`config.mk`:
```
export PLATFORM = sky130hd
export DESIGN_NAME = lifo_tagged_stack_allocator_top
export DESIGN_NICKNAME = d
export VERILOG_FILES = /design/src/hdl/lts_pkg.sv /design/src/hdl/lifo_tagged_stack_allocator_top.sv /design/src/hdl/lts_frame_ram.sv /design/src/hdl/lts_decide.sv
export SDC_FILE = /design/constraint.sdc
export NUM_CORES = 2
export LEC_CHECK = 0
export BUFFER_PORTS_ARGS = -buffer_cell sky130_fd_sc_hd__buf_2
export CAP_MARGIN = 20
export CORE_MARGIN = 5
export CORE_UTILIZATION = 57
export CTS_CLUSTER_SIZE = 40
export DETAILED_ROUTE_END_ITERATION = 7
export PLACE_DENSITY_LB_ADDON = 0.15
export SETUP_SLACK_MARGIN = 0.05
export SLEW_MARGIN = 0
export SYNTH_ARGS = -nofsm -noshare
export SYNTH_HDL_FRONTEND = slang
export SYNTH_SLANG_ARGS = --single-unit
```
`constraint.sdc`:
```
create_clock -name clk -period 10.3 [get_ports clk]
set_input_delay 2.06 -clock clk [delete_from_list [all_inputs] [get_ports clk]]
set_output_delay 2.06 -clock clk [all_outputs]
set_load 0.05 [all_outputs]
```
`src/hdl/lts_pkg.sv`:
```
// ----------------------------------------------------------------------------
// LIFO tagged stack allocator package
// Shared types and fixed constants for the stack allocator block.
// ----------------------------------------------------------------------------
`timescale 1ns / 1ps
`default_nettype none

package lts_pkg;

    // Fixed field and register widths.
    localparam int FIELD_W  = 20;
    localparam int REGION_W = 21;
    localparam int TAG_W    = 8;
    localparam int TOTAL_W  = REGION_W + 1;

    // Frames are rounded to a multiple of sixteen bytes.
    localparam logic [REGION_W-1:0] ROUND_ADD  = REGION_W'(15);
    localparam logic [REGION_W-1:0] ROUND_MASK = ~REGION_W'(15);

    // Region size after reset.
    localparam logic [REGION_W-1:0] REGION_RESET = REGION_W'(1048576);

    // Request codes.
    localparam logic REQ_ALLOC = 1'b0;
    localparam logic REQ_FREE  = 1'b1;

    // Input transaction.
    typedef struct packed {
        logic               req_type;
        logic [FIELD_W-1:0] byte_count;
        logic [TAG_W-1:0]   elem_type;
        logic [FIELD_W-1:0] elem_count;
        logic [FIELD_W-1:0] block_addr;
    } req_t;

    // Output transaction.
    typedef struct packed {
        logic               ok;
        logic [FIELD_W-1:0] alloc_addr;
    } resp_t;

    // One stored frame record.
    typedef struct packed {
        logic [REGION_W-1:0] size;
        logic [TAG_W-1:0]    tag;
        logic [FIELD_W-1:0]  length;
    } frame_t;

    // Stack update decided for one request.
    typedef struct packed {
        logic                push;
        logic                pop;
        logic [REGION_W-1:0] fp_next;
        frame_t              frame;
    } ctl_t;

endpackage : lts_pkg

`default_nettype wire

```
`src/hdl/lifo_tagged_stack_allocator_top.sv`:
```
// ----------------------------------------------------------------------------
// LIFO tagged stack allocator
// Last-in first-out frame allocator over a stack region starting at address 0.
// ----------------------------------------------------------------------------
// The block takes one request transaction per clock cycle while the output
// side is ready and returns exactly one result transaction for each, in order.
// A request is captured in an input register, then
// evaluated against the free pointer and the top frame, which is cached in
// registers; the next frame down is kept ready in the registered read port of
// the frame memory, so a push or pop in one cycle never stalls the next. The
// region size register may be written only while no transaction is in flight.
`timescale 1ns / 1ps
`default_nettype none

module lifo_tagged_stack_allocator_top #(
    parameter int HEADER_BYTES = 32,
    parameter int MAX_FRAMES   = 64,
    parameter int ADDR_BITS    = 20
) (
    input  wire logic                          clk,
    input  wire logic                          rst_n,
    input  wire logic                          cfg_we,
    input  wire logic [lts_pkg::REGION_W-1:0]  cfg_wdata,
    input  wire logic                          in_valid,
    output logic                               in_ready,
    input  wire lts_pkg::req_t                 in_data,
    output logic                               out_valid,
    input  wire logic                          out_ready,
    output lts_pkg::resp_t                     out_data
);
    import lts_pkg::*;

    localparam int CW = $clog2(MAX_FRAMES + 1);
    localparam int IW = $clog2(MAX_FRAMES);

    logic [REGION_W-1:0] region_reg;
    logic [REGION_W-1:0] fp_reg;
    logic [CW-1:0]       count_reg;
    logic [CW-1:0]       count_next;
    frame_t              top_reg;
    frame_t              top_next;
    logic                s1_valid_reg;
    req_t                s1_data_reg;
    logic                out_valid_reg;
    resp_t               out_data_reg;

    logic                advance;
    resp_t               resp;
    ctl_t                ctl;
    frame_t              below;
    logic                mem_we;
    logic [CW-1:0]       wr_idx;
    logic [CW-1:0]       rd_idx;
    logic [IW-1:0]       mem_raddr;

    // Handshake: the input stage moves on when the result register frees up.
    assign advance   = s1_valid_reg && (!out_valid_reg || out_ready);
    assign in_ready  = !s1_valid_reg || advance;
    assign out_valid = out_valid_reg;
    assign out_data  = out_data_reg;

    // Request evaluation.
    lts_decide #(
        .HEADER_BYTES (HEADER_BYTES),
        .MAX_FRAMES   (MAX_FRAMES),
        .ADDR_BITS    (ADDR_BITS),
        .CW           (CW)
    ) u_decide (
        .req    (s1_data_reg),
        .region (region_reg),
        .fp     (fp_reg),
        .count  (count_reg),
        .top    (top_reg),
        .resp   (resp),
        .ctl    (ctl)
    );

    // Next frame count and top frame.
    always_comb
    begin
        count_next = count_reg;
        top_next   = top_reg;
        if (advance && ctl.push)
        begin
            count_next = count_reg + CW'(1);
            top_next   = ctl.frame;
        end
        else if (advance && ctl.pop)
        begin
            count_next = count_reg - CW'(1);
            top_next   = below;
        end
    end

    // The old top spills into memory on a push; the read port tracks the frame
    // just below the new top.
    assign mem_we    = advance && ctl.push && (count_reg != '0);
    assign wr_idx    = count_reg - CW'(1);
    assign rd_idx    = (count_next >= CW'(2)) ? (count_next - CW'(2)) : '0;
    assign mem_raddr = rd_idx[IW-1:0];

    lts_frame_ram #(
        .DEPTH (MAX_FRAMES),
        .IW    (IW)
    ) u_frame_ram (
        .clk   (clk),
        .we    (mem_we),
        .waddr (wr_idx[IW-1:0]),
        .wdata (top_reg),
        .raddr (mem_raddr),
        .rdata (below)
    );

    // Control state.
    always_ff @(posedge clk or negedge rst_n)
    begin
        if (!rst_n)
        begin
            region_reg    <= REGION_RESET;
            fp_reg        <= REGION_W'(HEADER_BYTES);
            count_reg     <= '0;
            s1_valid_reg  <= 1'b0;
            out_valid_reg <= 1'b0;
        end
        else
        begin
            if (cfg_we)
            begin
                region_reg <= cfg_wdata;
            end
            if (advance)
            begin
                fp_reg <= ctl.fp_next;
            end
            count_reg <= count_next;
            if (in_ready)
            begin
                s1_valid_reg <= in_valid;
            end
            if (advance)
            begin
                out_valid_reg <= 1'b1;
            end
            else if (out_ready)
            begin
                out_valid_reg <= 1'b0;
            end
        end
    end

    // Payload registers.
    always_ff @(posedge clk)
    begin
        top_reg <= top_next;
        if (in_valid && in_ready)
        begin
            s1_data_reg <= in_data;
        end
        if (advance)
        begin
            out_data_reg <= resp;
        end
    end

endmodule : lifo_tagged_stack_allocator_top

`default_nettype wire

```
`src/hdl/lts_frame_ram.sv`:
```
// ----------------------------------------------------------------------------
// Frame record memory
// Holds the frames below the cached top frame. One write port and one read
// port with registered read data; a read of the address written in the same
// cycle returns the new data.
// ----------------------------------------------------------------------------
`timescale 1ns / 1ps
`default_nettype none

module lts_frame_ram #(
    parameter int DEPTH = 64,
    parameter int IW    = 6
) (
    input  wire logic            clk,
    input  wire logic            we,
    input  wire logic [IW-1:0]   waddr,
    input  wire lts_pkg::frame_t wdata,
    input  wire logic [IW-1:0]   raddr,
    output lts_pkg::frame_t      rdata
);
    import lts_pkg::*;

    frame_t frame_mem [DEPTH];
    frame_t rdata_reg;

    // Write port.
    always_ff @(posedge clk)
    begin
        if (we)
        begin
            frame_mem[waddr] <= wdata;
        end
    end

    // Read port with write-through forwarding.
    always_ff @(posedge clk)
    begin
        if (we && (waddr == raddr))
        begin
            rdata_reg <= wdata;
        end
        else
        begin
            rdata_reg <= frame_mem[raddr];
        end
    end

    assign rdata = rdata_reg;

endmodule : lts_frame_ram

`default_nettype wire

```
`src/hdl/lts_decide.sv`:
```
// ----------------------------------------------------------------------------
// Request evaluation
// Works out the result and the stack update for one request from the free
// pointer, the frame count and the cached top frame.
// ----------------------------------------------------------------------------
`timescale 1ns / 1ps
`default_nettype none

module lts_decide #(
    parameter int HEADER_BYTES = 32,
    parameter int MAX_FRAMES   = 64,
    parameter int ADDR_BITS    = 20,
    parameter int CW           = 7
) (
    input  wire lts_pkg::req_t                  req,
    input  wire logic [lts_pkg::REGION_W-1:0]   region,
    input  wire logic [lts_pkg::REGION_W-1:0]   fp,
    input  wire logic [CW-1:0]                  count,
    input  wire lts_pkg::frame_t                top,
    output lts_pkg::resp_t                      resp,
    output lts_pkg::ctl_t                       ctl
);
    import lts_pkg::*;

    localparam logic [FIELD_W-1:0] ADDR_MASK =
        FIELD_W'((64'd1 << ADDR_BITS) - 64'd1);
    localparam logic [TOTAL_W-1:0] HDR = TOTAL_W'(HEADER_BYTES);

    logic [REGION_W-1:0]  rounded;
    logic [TOTAL_W-1:0]   total;
    logic [TOTAL_W:0]     end_sum;
    logic [TOTAL_W-1:0]   base_hdr;
    logic                 fits;
    logic                 slot_free;
    logic [TOTAL_W-1:0]   below;
    logic [TOTAL_W-1:0]   exp_addr;
    logic                 match;

    // Frame size and allocation bounds.
    assign rounded   = ({1'b0, req.byte_count} + ROUND_ADD) & ROUND_MASK;
    assign total     = {1'b0, rounded} + HDR;
    assign end_sum   = {2'b00, fp} + {1'b0, total};
    assign fits      = end_sum <= {2'b00, region};
    assign slot_free = count < CW'(MAX_FRAMES);
    assign base_hdr  = {1'b0, fp} + HDR;

    // Top frame comparison for a release.
    assign below    = {1'b0, fp} - {1'b0, top.size};
    assign exp_addr = below + HDR;
    assign match    = (count != '0) &&
                      ({1'b0, top.size} == total) &&
                      (top.tag == req.elem_type) &&
                      (top.length == req.elem_count) &&
                      (fp >= top.size) &&
                      (exp_addr == {2'b00, req.block_addr});

    // Outcome per request kind.
    always_comb
    begin
        resp.ok         = 1'b0;
        resp.alloc_addr = '0;
        ctl.push        = 1'b0;
        ctl.pop         = 1'b0;
        ctl.fp_next     = fp;
        ctl.frame.size   = total[REGION_W-1:0];
        ctl.frame.tag    = req.elem_type;
        ctl.frame.length = req.elem_count;
        unique case (req.req_type)
            REQ_ALLOC:
            begin
                if (slot_free && fits)
                begin
                    resp.ok         = 1'b1;
                    resp.alloc_addr = base_hdr[FIELD_W-1:0] & ADDR_MASK;
                    ctl.push        = 1'b1;
                    ctl.fp_next     = end_sum[REGION_W-1:0];
                end
            end
            REQ_FREE:
            begin
                if (match)
                begin
                    resp.ok     = 1'b1;
                    ctl.pop     = 1'b1;
                    ctl.fp_next = below[REGION_W-1:0];
                end
            end
            default:
            begin
                resp.ok = 1'b0;
            end
        endcase
    end

endmodule : lts_decide

`default_nettype wire
```
## After elaboration in Yosys (flattened, before gate mapping)

Memories as Yosys holds them, arrays and structs flattened. A register that Yosys moved wholly into a read port is not among the register bits.
Cells that the tools add are included.

| storage, ports and cells | value |
|---|---|
| register bits after elaboration | 190 |
| memories | 1 |
| output and inout port bits | 23 |
| input port bits | 95 |
| memory bits (writable) | 3136 |
| word-level logic and storage cells | 75 |

| cells by class | value |
|---|---|
| equality and inequality tests | 6 |
| $add $sub $neg | 9 |
| multiplexer cells | 18 |
| order comparisons | 4 |
| reductions and logical operators | 20 |
| bitwise logic cells | 2 |

Memory list:

| memory | depth | bits a word | rd ports | clocked after memory_dff | write ports | line | source |
|---|---|---|---|---|---|---|---|
| u_frame_ram.frame_mem | 64 | 49 | 1 | 1 | 1 | lts_frame_ram.sv:23 | `frame_t frame_mem [DEPTH];` |

Operators with widths:

| operator | count |
|---|---|
| $mux W49 | 2 |
| $mux W21 | 2 |
| $pmux W21 S2 | 1 |
| $add A21 B22 Y23 | 1 |
| $le A23 B21 Y1 | 1 |
| $add A21 B6 Y22 const B | 1 |
| $add A22 B6 Y22 const B | 1 |
| $eq A21 B22 Y1 | 1 |
| $eq A22 B20 Y1 | 1 |
| $mux W22 | 1 |
| $sub A21 B21 Y22 | 1 |
| $add A20 B4 Y21 const B | 1 |
| $ge A21 B21 Y1 | 1 |
| $add A20 B6 Y20 const B | 1 |
| $eq A20 B20 Y1 | 1 |
| $mux W7 | 2 |
| $logic_and A1 B1 Y1 | 11 |
| $eq A8 B8 Y1 | 1 |
| $mux W1 | 8 |
| $add A7 B1 Y7 const B | 1 |
| $ge A7 B2 Y1 const B | 1 |
| $lt A7 B7 Y1 const B | 1 |
| $reduce_bool A7 Y1 | 1 |
| $sub A7 B1 Y7 const B | 1 |
| 10 further kinds | 15 |

## Logic depth before layout (Yosys ltp)

| depth | value |
|---|---|
| depth in word-level cells | 15 |
| depth in mapped cells | 36 |
| mapped depth without buffers | 34 |

## Hierarchy

From an unflattened synthesis, not the netlist that was laid out.

| unflattened totals | value |
|---|---|
| cell total of the unflattened synthesis | 6539 |
| area total of the unflattened synthesis | 132393.2 µm² |

Modules (own cells, without submodules):

| module | instances | area an instance (µm²) | cells each | seq. area each (µm²) |
|---|---|---|---|---|
| lts_frame_ram | 1 | 119131.8 | 5240 | 94290.4 |
| lifo_tagged_stack_allocator_top | 1 | 7268.2 | 447 | 5452.7 |
| lts_decide | 1 | 5993.2 | 852 | 0.0 |

## Worst setup path before layout

OpenSTA, ideal clock, no wires.

| timing path | value |
|---|---|
| path type | register to register |
| from | register s1_data_reg[50] (netlist bit) |
| to | memory u_frame_ram.frame_mem[43][0] (netlist bit), enable pin |
| path buffers | 1 |
| slack | 0.282 ns |
| required time | 9.784 ns |
| library setup time | 0.516 ns |
| clock period less this slack | 10.018 ns |
| stages on the path, launching flop included | 32 |
| arrival time | 9.502 ns |
| cell sequence | edfxtp_1 o41a_1 buf_4 xnor2_2 inv_1 ha_1 inv_1 xnor2_1 xnor2_1 ha_1 o21ai_0 a21boi_0 o21ai_0 a21boi_0 nor2_1 o21ai_0 o41ai_1 o21ai_0 a21o_1 a21oi_1 xnor2_1 ha_1 nand2_1 nor3_1 nand2_1 a2111o_1 a211o_1 nor2_1 nand2_1 nor4_1 nand2_1 nor3_1 |

| between the ends | value |
|---|---|
| longest elaborated chain between the ends | 11 |

Ends and longest elaborated chain:

| item | line | source |
|---|---|---|
| start: declaration | lifo_tagged_stack_allocator_top.sv:43 | `req_t s1_data_reg;` |
| start signal: assignment | lifo_tagged_stack_allocator_top.sv:157 | `s1_data_reg <= in_data;` |
| $add A20 B4 Y21 | lts_decide.sv:40 | `assign rounded = ({1'b0, req.byte_count} + ROUND_ADD) & ROUND_MASK;` |
| $add A21 B6 Y22 | lts_decide.sv:41 | `assign total = {1'b0, rounded} + HDR;` |
| $add A21 B22 Y23 | lts_decide.sv:42 | `assign end_sum = {2'b00, fp} + {1'b0, total};` |
| $le A23 B21 Y1 | lts_decide.sv:43 | `assign fits = end_sum <= {2'b00, region};` |
| $logic_and A1 B1 Y1 | lts_decide.sv:71 | `if (slot_free && fits)` |
| $mux W1 | lts_decide.sv:71 |  |
| $mux W1 | lts_decide.sv:68 | `unique case (req.req_type)` |
| $logic_and A1 B1 Y1 (2 in a row) | lifo_tagged_stack_allocator_top.sv:97 | `assign mem_we = advance && ctl.push && (count_reg != '0);` |
| $mux W1 | lts_frame_ram.sv:29 | `if (we)` |
| $mux W1 (not written as such) | lts_frame_ram.sv:31 | `frame_mem[waddr] <= wdata;` |
| end: declaration | lts_frame_ram.sv:23 |  |

No other way between the ends.

## Final worst setup path

| timing path | value |
|---|---|
| from | register s1_data_reg[50] (netlist bit) |
| to | memory u_frame_ram.frame_mem[24][41] (netlist bit), enable pin |

Same word-level chain as after synthesis.

==> qor.yml <==
drt:
  vias: 65613
  finalWirelength_um: 359000
  via_per_inst: 6.85
  drt_first_pass_iters: 6
  postRouteAntennaNets: 0
  drt_iter0_markers: 9398
  wl_per_cell_um: 37.5
  drc: 0
cts:
  clk_root_buffer_cell: "clkbuf_16"
  cts_tree: "done"
  cts_setup_buffers: 0
  worstSkewPairLatency_ps: 960
  clkTransAtPathRegs_ps: 60
  cts.sink_count: 3332
  numCtsBuffers: 347
  cts_hold_buf: 0
  cts_buffer_depth: 4
  cts-htree-levels: 5
  ctsResizeCount: 0
timing:
  holdWs_ps: 491
  max_slew.worst_pin.slew_ps: 1190
  final-setup-viol-count: 0
  fin_setup_tns_ps: 0
  fmax_mhz: 108
  fin_skew_ps: 68.0
  post-route-period-util: 0.896
  fin_crit_ps: 9230
  relSlewSlack: 0.196
  hold_violations: 0
  report.final.slew_viol_count: 0
  rsz0062_at_grt: "no"
pwr:
  peakVddDrop_uv: 240
  power_density_mw_per_mm2: 181
  combPwrFrac: 0.009
  p_seq_frac: 0.549
  p_sw_w: 0.00520
  clock_power_share: 0.442
  power_w: 0.0268
  p_leak_nw: 39.9
  switching_share: 0.194
  internal_power_w: 0.0216
floorplan:
  rows: 176
  die_x_um: 491
  core_area_sq_mm: 0.230
  fp.dieH_um: 491
  initial_core_util: 0.573
  die_area_sq_mm: 0.241
  io_pins: 118
layout:
  drive_gt1_frac: 0.294
  final_cell_mix: "edfxtp_1 (3,275), mux4_2 (1,015), clkbuf_16 (350), nand2_1 (203), buf_4 (151)"
  largest_register_ffs: 3136
  final.fill_count: 14894
  finish.utilization: 0.645
  area_growth_pct: 12.6
  final_area_sq_mm: 0.148
  fin_nets: 6472
  final_common_cell: "edfxtp_1"
worst_setup_path:
  cpMostUsedCell: "o21ai_0"
  required_ps: 10910
  crit_fanout: 15
  path_class: "register to register"
  arrival_ps: 9830
  crit_path_start_kind: "register"
  endpoint_kind: "register"
  max_stage_delay_ps: 870
  crit_slowest_cell: "nor2_4"
  critPathTopFamily: "simple AND/OR/NAND/NOR gates"
  crit_buf_inv: 3
logic_synthesis:
  yosysWarnings: 0
  yosysSeqAreaShare: 0.757
  syn_area_sq_mm: 0.132
  synth-main-ff-cell: "edfxtp_1"
  synth_cell_type_count: 106
  avgSynthCellArea_sq_um: 22.3
  synthCells: 5924
  synth-seq-cells: 3332
  syn-num-nets: 6088
  synth_edf_count: 3275
  async_flop_share: 0.0153
global_routing:
  track_usage: 0.298
  grt_overflow: 0
  grt_pass1_wl_um: 504000
  grt_antenna_before_repair: 31
  grt_pass1_vias: 63975
  grt_max_degree: 122
run_status:
  outcome: "finished clean"
job:
  maxCapViolCount: 0
placed_design:
  gp_congestion: 0.924
  place_area_sq_mm: 0.138
  place_hpwl_um: 217000
  port_buffers: 117
worst_hold_path:
  min_path_type: "register to register"
## area by class of cell
class | count | area, sq um | area share
tap | 3026 | 3790 | 0.0255
inverter | 84 | 315 | 0.00212
clock buffer | 413 | 9000 | 0.0607
timing repair buffer | 322 | 2770 | 0.0187
antenna | 3 | 7.51 | 0.0000506
multi-input combinational | 2221 | 31200 | 0.210
sequential | 3332 | 99800 | 0.672
clock inverter | 178 | 1590 | 0.0107
## power groups by stage
stage	sequential [W]	clock (W)	combinational (W)
finish	0.0147	0.0119	0.000229
global route	0.0147	0.0126	0.000245
CTS	0.0147	0.0120	0.000228
detailed placement	0.0150	0	0.000228
global placement	0.0150	0	0.000226
floorplan	0.0150	0	0.000116
## cells in the mapped netlist, drive strengths merged (6+ instances only)
library cell,number,area share
a2111oi,10,0.00081
a211oi,14,0.00087
a21o,15,0.00085
a21oi,81,0.0032
a22oi,15,0.00085
a31oi,6,0.00028
and2,18,0.00087
and3,18,0.00089
and4,11,0.00073
buf,106,0.0033
clkbuf,181,0.0052
dfrtp,49,0.0093
dfxtp,6,0.00091
edfxtp,3275,0.75
ha,67,0.0064
inv,84,0.0024
mux2,17,0.0015
mux2i,21,0.0016
mux4,1015,0.17
nand2,204,0.0058
nand2b,11,0.00052
nand3,39,0.0016
nand4,30,0.0015
nor2,188,0.0055
nor2b,25,0.0012
nor3,42,0.0017
nor4,30,0.0014
o2111ai,6,0.00045
o211ai,14,0.00080
o21a,8,0.00051
o21ai,82,0.0031
o31ai,7,0.00047
or3,9,0.00047
or4,6,0.00037
xnor2,70,0.0047
xor2,51,0.0034
## worst paths after layout
check | slack [ps] | startpoint | cells past startpoint | endpoint
worst max-delay path | 1070 | s1_data_reg[50] | 29 | u_frame_ram.frame_mem[24][41]
worst min-delay path | 490 | s1_valid_reg | 1 | out_valid
worst max register to register | 1070 | s1_data_reg[50] | 29 | u_frame_ram.frame_mem[24][41]
worst min register to register | 490 | s1_valid_reg | 1 | out_valid
max in group asynchronous | 8360 | rst_n | 2 | fp_reg[5]
min in group asynchronous | 1070 | rst_n | 1 | s1_valid_reg
## metrics by stage
step / instances / worst slack, ps
2_1_floorplan: 5924 / 282
3_3_place_gp: 8983 / 1250
3_5_place_dp: 8984 / 1320
4_1_cts: 9575 / 1200
5_1_grt: 9577 / 485
6_report: 9579 / 1070
## layer usage
layer  up-vias  GRT usage  share of wire
met1     35217      0.439           0.39
met3       579     0.0644           0.11
met2      3981      0.458           0.47
met4         6     0.0934          0.035
met5         -          0        0.00011
li1      25830          -              -
## kinds of logic (layout without fill, tap and decap cells)
family / count (synthesis) / count (layout) / synth area share
mux: 1053 / 1053 / 0.176
compound gates: 317 / 317 / 0.0164
buf+inv: 371 / 997 / 0.0108
xor+xnor: 124 / 124 / 0.00862
flops: 3332 / 3332 / 0.757
fa+ha+maj: 69 / 69 / 0.00666
other cells: 0 / 3 / 0
simple gates: 658 / 658 / 0.0245
No activity file was read; power rests on OpenSTA's default activity.
